$ cat src/rtl/core/dikvs_pkg.sv
`default_nettype none
// ----------------------------------------------------------------------------
// dikvs_pkg
// Shared types, codes and defaults for the direct indexed key-value store.
// ----------------------------------------------------------------------------
package dikvs_pkg;

  localparam int DefTableEntries = 1024;
  localparam int DefValueWords   = 16;

  localparam logic [7:0]  LEN_AT_RESET   = 8'd128;
  localparam logic [23:0] LIMIT_AT_RESET = 24'd435000;

  localparam logic [2:0] KIND_TICK       = 3'd0;
  localparam logic [2:0] KIND_GET        = 3'd1;
  localparam logic [2:0] KIND_GET_RESEND = 3'd2;
  localparam logic [2:0] KIND_DELETE     = 3'd3;
  localparam logic [2:0] KIND_PUT_HIT    = 3'd4;
  localparam logic [2:0] KIND_PUT_MISS   = 3'd5;

  typedef enum logic [2:0] {
    RESP_GET_FAIL = 3'd0,
    RESP_GET_OK   = 3'd1,
    RESP_DEL_FAIL = 3'd2,
    RESP_DEL_OK   = 3'd3,
    RESP_PUT_FAIL = 3'd4,
    RESP_PUT_HIT  = 3'd5,
    RESP_PUT_MISS = 3'd6
  } resp_e;

  typedef struct packed {
    logic [2:0]  kind;
    logic [31:0] key_number;
    logic        object_locked;
    logic [7:0]  put_length;
    logic [3:0]  word_index;
    logic [63:0] value_word;
  } req_t;

  typedef struct packed {
    logic [2:0]  response;
    logic [31:0] reply_key;
    logic [7:0]  reply_length;
    logic [63:0] reply_word;
    logic        last_word;
  } rsp_t;

  // controller -> datapath
  typedef struct packed {
    logic  clr_step;
    logic  capture;
    logic  tick_clear;
    logic  rate_inc;
    logic  put_close;
    logic  cont_wr;
    logic  put_open;
    logic  len_clr;
    logic  cnt_clr;
    logic  cnt_inc;
    logic  emit;
    resp_e resp;
  } cmd_t;

  // datapath -> controller
  typedef struct packed {
    logic clr_done;
    logic is_tick;
    logic is_cont;
    logic cont_skip;
    logic cont_hit;
    logic key_bad;
    logic rate_over;
    logic is_get;
    logic is_del;
    logic is_put;
    logic put_is_hit;
    logic locked;
    logic len_zero;
    logic cnt_last;
    logic out_free;
  } st_t;

endpackage
`default_nettype wire

$ cat src/rtl/core/dikvs_ctrl.sv
`default_nettype none
// ----------------------------------------------------------------------------
// dikvs_ctrl
// Sequencer: clearing pass, request evaluation, decision and get streaming.
// ----------------------------------------------------------------------------
module dikvs_ctrl
  import dikvs_pkg::*;
(
  input  wire  clk_i,
  input  wire  rst_ni,
  input  wire  in_valid_i,
  output logic in_ready_o,
  input  st_t  st_i,
  output cmd_t cmd_o
);

  localparam logic [2:0] S_CLEAR  = 3'd0;
  localparam logic [2:0] S_IDLE   = 3'd1;
  localparam logic [2:0] S_EVAL   = 3'd2;
  localparam logic [2:0] S_DECIDE = 3'd3;
  localparam logic [2:0] S_GET    = 3'd4;

  logic [2:0] state_q, state_d;

  always_ff @(posedge clk_i or negedge rst_ni) begin
    if (!rst_ni) begin
      state_q <= S_CLEAR;
    end else begin
      state_q <= state_d;
    end
  end

  always_comb begin
    state_d    = state_q;
    in_ready_o = 1'b0;
    cmd_o      = '0;
    cmd_o.resp = RESP_GET_FAIL;
    unique case (state_q)
      S_CLEAR: begin
        cmd_o.clr_step = 1'b1;
        if (st_i.clr_done) state_d = S_IDLE;
      end
      S_IDLE: begin
        in_ready_o = 1'b1;
        if (in_valid_i) begin
          cmd_o.capture = 1'b1;
          state_d       = S_EVAL;
        end
      end
      S_EVAL: begin
        state_d = S_IDLE;
        if (st_i.is_tick) begin
          cmd_o.tick_clear = 1'b1;
        end else if (st_i.is_cont) begin
          if (!st_i.cont_skip) state_d = S_DECIDE;
        end else if (st_i.key_bad || st_i.rate_over) begin
          cmd_o.put_close = st_i.is_put;
        end else begin
          cmd_o.rate_inc = 1'b1;
          if (st_i.is_get || st_i.is_del || st_i.is_put) state_d = S_DECIDE;
        end
      end
      S_DECIDE: begin
        if (st_i.is_cont) begin
          // store the word; a hit put also echoes it
          if (!st_i.cont_hit) begin
            cmd_o.cont_wr = 1'b1;
            state_d       = S_IDLE;
          end else if (st_i.out_free) begin
            cmd_o.cont_wr = 1'b1;
            cmd_o.emit    = 1'b1;
            cmd_o.resp    = RESP_PUT_HIT;
            state_d       = S_IDLE;
          end
        end else if (st_i.is_get) begin
          if (!st_i.len_zero) begin
            cmd_o.cnt_clr = 1'b1;
            state_d       = S_GET;
          end else if (st_i.out_free) begin
            cmd_o.emit = 1'b1;
            cmd_o.resp = RESP_GET_FAIL;
            state_d    = S_IDLE;
          end
        end else if (st_i.out_free) begin
          cmd_o.emit = 1'b1;
          state_d    = S_IDLE;
          if (st_i.is_del) begin
            if (st_i.locked || st_i.len_zero) begin
              cmd_o.resp = RESP_DEL_FAIL;
            end else begin
              cmd_o.len_clr = 1'b1;
              cmd_o.resp    = RESP_DEL_OK;
            end
          end else begin
            if (st_i.locked || !st_i.len_zero) begin
              cmd_o.put_close = 1'b1;
              cmd_o.resp      = RESP_PUT_FAIL;
            end else begin
              cmd_o.put_open = 1'b1;
              cmd_o.resp     = st_i.put_is_hit ? RESP_PUT_HIT : RESP_PUT_MISS;
            end
          end
        end
      end
      S_GET: begin
        if (st_i.out_free) begin
          cmd_o.emit    = 1'b1;
          cmd_o.resp    = RESP_GET_OK;
          cmd_o.cnt_inc = 1'b1;
          if (st_i.cnt_last) state_d = S_IDLE;
        end
      end
      default: begin
        state_d = S_CLEAR;
      end
    endcase
  end

endmodule
`default_nettype wire

$ cat config.mk
export PLATFORM = sky130hd
export DESIGN_NAME = dikvs_ctrl
export DESIGN_NICKNAME = d
export VERILOG_FILES = /design/src/rtl/core/dikvs_pkg.sv /design/src/rtl/core/dikvs_ctrl.sv
export SDC_FILE = /design/constraint.sdc
export NUM_CORES = 1
export LEC_CHECK = 0
export BUFFER_PORTS_ARGS = -buffer_cell sky130_fd_sc_hd__clkbuf_2
export CORE_MARGIN = 3
export CORE_UTILIZATION = 34
export CTS_CLUSTER_SIZE = 16
export DETAILED_ROUTE_END_ITERATION = 16
export GPL_ROUTABILITY_DRIVEN = 0
export PLACE_DENSITY_LB_ADDON = 0.12
export SETUP_SLACK_MARGIN = 0.5
export SLEW_MARGIN = 20
export SYNTH_ARGS = -nofsm -noshare
export SYNTH_HDL_FRONTEND = slang
export SYNTH_SLANG_ARGS = --single-unit
$ cat constraint.sdc
create_clock -name clk_i -period 1.65 [get_ports clk_i]
set_input_delay 0.495 -clock clk_i [delete_from_list [all_inputs] [get_ports clk_i]]
set_output_delay 0.495 -clock clk_i [all_outputs]
set_load 0.01 [all_outputs]
* Word level (Yosys, flattened, before mapping)
Index checks and enable logic that the tools add are counted.
** Storage, ports and cells
- Bits in registers :: 3
- Latch bits :: 0
- RAM bits :: 0
- Bits in read-only memories :: 0
- Input port bits :: 18
- Output and inout port bits :: 15
- Logic and storage cells :: 75
- Memories kept :: 0
** Cells by class
- $add $sub $neg :: 0
- $mul :: 0
- Divide/modulo/power cells :: 0
- Magnitude comparators :: 0
- Equal/unequal tests :: 8
- Shifts and indexed selects :: 0
- Muxes and demuxes :: 58
- Bitwise operators :: 0
- Reductions and logical operators :: 8
** Operators by type and width (number)
- $mux W3 :: 14
- $mux W4 :: 8
- $mux W1 :: 23
- $mux W2 :: 9
- $pmux W3 S5 :: 1
- $ne A2 B2 Y1 const B :: 4
- $pmux W4 S2 :: 1
- $eq A3 B2 Y1 const B :: 2
- $logic_or A1 B1 Y1 :: 5
- $mux W5 :: 1
- $reduce_and A4 Y1 :: 1
- $eq A3 B1 Y1 const B :: 1
- $eq A3 B3 Y1 const B :: 1
- $logic_not A3 Y1 :: 1
- $pmux W1 S2 :: 1
- $logic_not A1 Y1 :: 1

* Depth between registers and ports, before layout
- Depth in word-level cells :: 8
- Gate-level depth with buffers :: 5
- Mapped depth without buffers :: 4

* Least setup slack after synthesis
Ideal clock, no wire load.
- Path type :: in2out
- Start point :: input port st_i[12] (netlist name)
- End point :: output port cmd_o[2] (netlist name)
- Arrival time :: 1332 ps
- Required time :: 1155 ps
- Slack :: -177 ps
- Stages on the path :: 2
- Buffers on the path :: 0
- Cells stage by stage :: or3_2 -> a211oi_1
** RTL lines
- start, declared :: line dikvs_ctrl.sv:13 : input st_t st_i,
- end, declared :: line dikvs_ctrl.sv:14 : output cmd_t cmd_o

==> metrics.md <==
| Metric | Value |
|---|---|
| Num ports | `33` |
| Max frequency | `about 0.47 GHz` |
| Area fraction in compound gates after synthesis | `0.263` |
| Via count | `777` |
| Fillcell total | `56` |
| Reg2Reg Depth | `6` |
| Post-Synth Simple-Gate Area | `0.516` |
| Placed Area | `a little under 800 um2` |
| Finished Layout Cells | `around 140` |
| # clock sinks | `3` |
| Global route overflow | `0` |
| Maximum number of pins on one net before global-route repair | `11` |
| Layout cells sized above 1 | `0.727` |
| Final setup violating endpoints | `16` |
| Final Hold Fails | `0` |
| Via density | `between 5 and 6` |
| XOR/XNOR Fraction of Synth Area | `0` |
| R2R setup slack | `roughly 220 ps` |
| Status | `finished with violations` |
| Syn Area/Cell | `7.01 um2` |
| Mapped Area | `roughly 440 um2` |
| Mapped Nets | `81` |
| Pwr Density | `roughly 1000 nW/um2` |
| Mux cell area share after synthesis | `0` |
| Initial antenna violation count | `0` |
| Synth Warn # | `0` |
| Main synth FF type | `dfrtp_1` |
| Register bit count reported by yosys | `3` |
| Fraction of the mapped netlist area in adder cells | `0` |
| Netlist cell types | `28` |
| Critical path data required time | `1150 ps` |
| Die H | `42.0 um` |
| Vias in the first global route | `about 660` |
| CTS Buffer Depth | `2` |
| Register area share after synthesis | `0.170` |
| Pleak | `around 0.48 nW` |
| WP data arrival | `approximately 1600 ps` |
| Port buffer count | `32` |
| Max-Cap Viols | `0` |
| RSZ-0062 raised after global routing | `true` |
| First-pass GRT wire length | `roughly 3000 um` |
| Initial detailed-routing violation count | `20` |
| Worst-path fanout max | `4` |
| Synth top area share | `0.170` |
| Maximum vdd ir drop | `around 1.1 mV` |
| Routed len/inst | `15.8 um` |
| ANT cells | `0` |
| CP endpoint kind | `output pin` |
| Crit path from | `state_q[2]` |
| Final Max Tran Viols | `0` |
| Initial core utilization | `0.382` |
| Most flops, register | `state_q` |
| Std-Cell Rows | `12` |
| Final worst slack | `-486 ps` |
| Relative slew slack | `0.831` |
| Tcrit/Tclk final | `1.29` |
| Post-synth EDFFs | `0` |
| Number of remaining DRC errors | `0` |
| Final worst path period need | `around 2100 ps` |
| Setup Crit Path Kind | `reg2out` |
| Number of flip-flops in the largest register | `3` |
| Worst hold margin | `~40 ps` |
| Slew @ Worst Pin | `~250 ps` |
| Max Clock Skew | `6.63 ps` |
| Setup Total Neg Slack | `-4280 ps` |
| Dpl cells | `120` |
| Hold Path Class | `in2async` |
| Worst R2R End | `state_q[1]` |
| Reg2reg start | `state_q[1]` |
| Place WS | `-490 ps` |
| Area contributors post-synth | `dfrtp_1 17%, nor2_1 10%, nor3_1 5.7%, o21a_1 5.1%, a21oi_1 4.5%` |
| Clock root buffer | `clkbuf_4` |
| Placeable Area | `between 1000 and 1500 um2` |
| Ys async rst share | `1.00` |
| Clk_lat worst skew | `approximately 240 ps` |
| Hold_buf cts | `0` |
| Worst-path clk slew | `approximately 40 ps` |
| H-tree lvl count | `1` |
| Final design utilization | `0.894` |
| Synthesized instance count | `between 60 and 70` |
| Cts bufs inserted | `3` |
| Largest family of logic cells by synthesized area | `simple AND/OR/NAND/NOR gates` |
| Area leader, netlist | `dfrtp_1` |
| CTS tree | `yes` |
| Biggest regs | `state_q x3` |
| Design area | `between 1000 and 1500 um2` |
| Final ANT Viol Nets | `0` |
| First drt pass iteration count | `4` |
| Detailed Place HPWL | `roughly 1200 um` |
| GR Util All Layers | `0.221` |
| Area grow syn2layout | `134%` |
| Die X | `42.0 um` |
| Failing checks | `setup timing` |
| Final wirelength | `about 2100 um` |
| Tot Pwr | `between 1 and 1.5 mW` |
| Die area | `between 1500 and 2000 um2` |
| Post-layout nets | `140` |
| Setup crit start kind | `register` |
[synthesized netlist by cell type, types with 2 or more instances]
master    count
a211oi_1      2
a21oi_1       4
buf_2         3
dfrtp_1       3
inv_1         2
nand2_1       5
nand2b_1      3
nor2_1       12
nor3_1        5
nor4b_1       2
o21a_1        3
o21ai_0       2
o22ai_1       2
[layout make-up]
type / instances / area [um2] / share of cell area
tap: 14 / 17.5 / 0.0169
multi-input combinational: 55 / 485 / 0.470
sequential: 3 / 75.1 / 0.0726
timing repair buffer: 57 / 414 / 0.401
inverter: 2 / 15.0 / 0.0145
clock buffer: 4 / 26.3 / 0.0254
[cell families after synthesis]
logic type / after synthesis
buffers and inverters: 5
DFF: 3
and+or+nand+nor: 38
AOI/OAI and AO/OA: 17
[timing repair]
action,CTS,global route
setup buffers,8,3
resized for setup,16,28
endpoints found under the setup margin,18,18
pin swaps,9,6
[critical path, stage by stage, from the launching register on]
cell and delay [ps]:
dfrtp_1 380, nand3b_4 170, or4_4 480, nor2_4 130, o2bb2ai_2 110, buf_2 140
[cells in the final DEF (no fill, tap or decap), types with 2 or more instances in the layout]
cell      instances
buf_4            21
clkbuf_2         16
buf_6             9
buf_2             9
nor2_1            6
nor2_4            5
a21oi_1           4
nand2b_1          3
nand2_1           3
o21a_1            3
nor3_2            3
clkbuf_4          3
dfrtp_1           3
nand2_2           2
o21ai_0           2
a211oi_2          2
buf_8             2
[worst max path at each step]
| stage | to |
|---|---|
| floorplan | cmd_o[9] |
| global placement | cmd_o[9] |
| detailed placement | cmd_o[9] |
| CTS | cmd_o[9] |
| global route | cmd_o[9] |
| finish | cmd_o[9] |
[power by group]
group	leakage, nW	switching [mW]	total (mW)	internal, mW
registers	0.0375	0.0266	0.125	0.0985
clock network	0.0150	0.0422	0.133	0.0908
logic	0.425	0.361	0.787	0.426
[per-layer routing]
metal / share of wire / track usage / wire length (um) / vias up
li1: - / - / - / 350
met1: 0.38 / 0.264 / 800 / 373
met2: 0.52 / 0.370 / 1110 / 46
met3: 0.077 / 0.0386 / 165 / 8
met4: 0.025 / 0.118 / 54 / 0
met5: 0 / 0 / 0 / -
(Power assumes the default switching activity.)
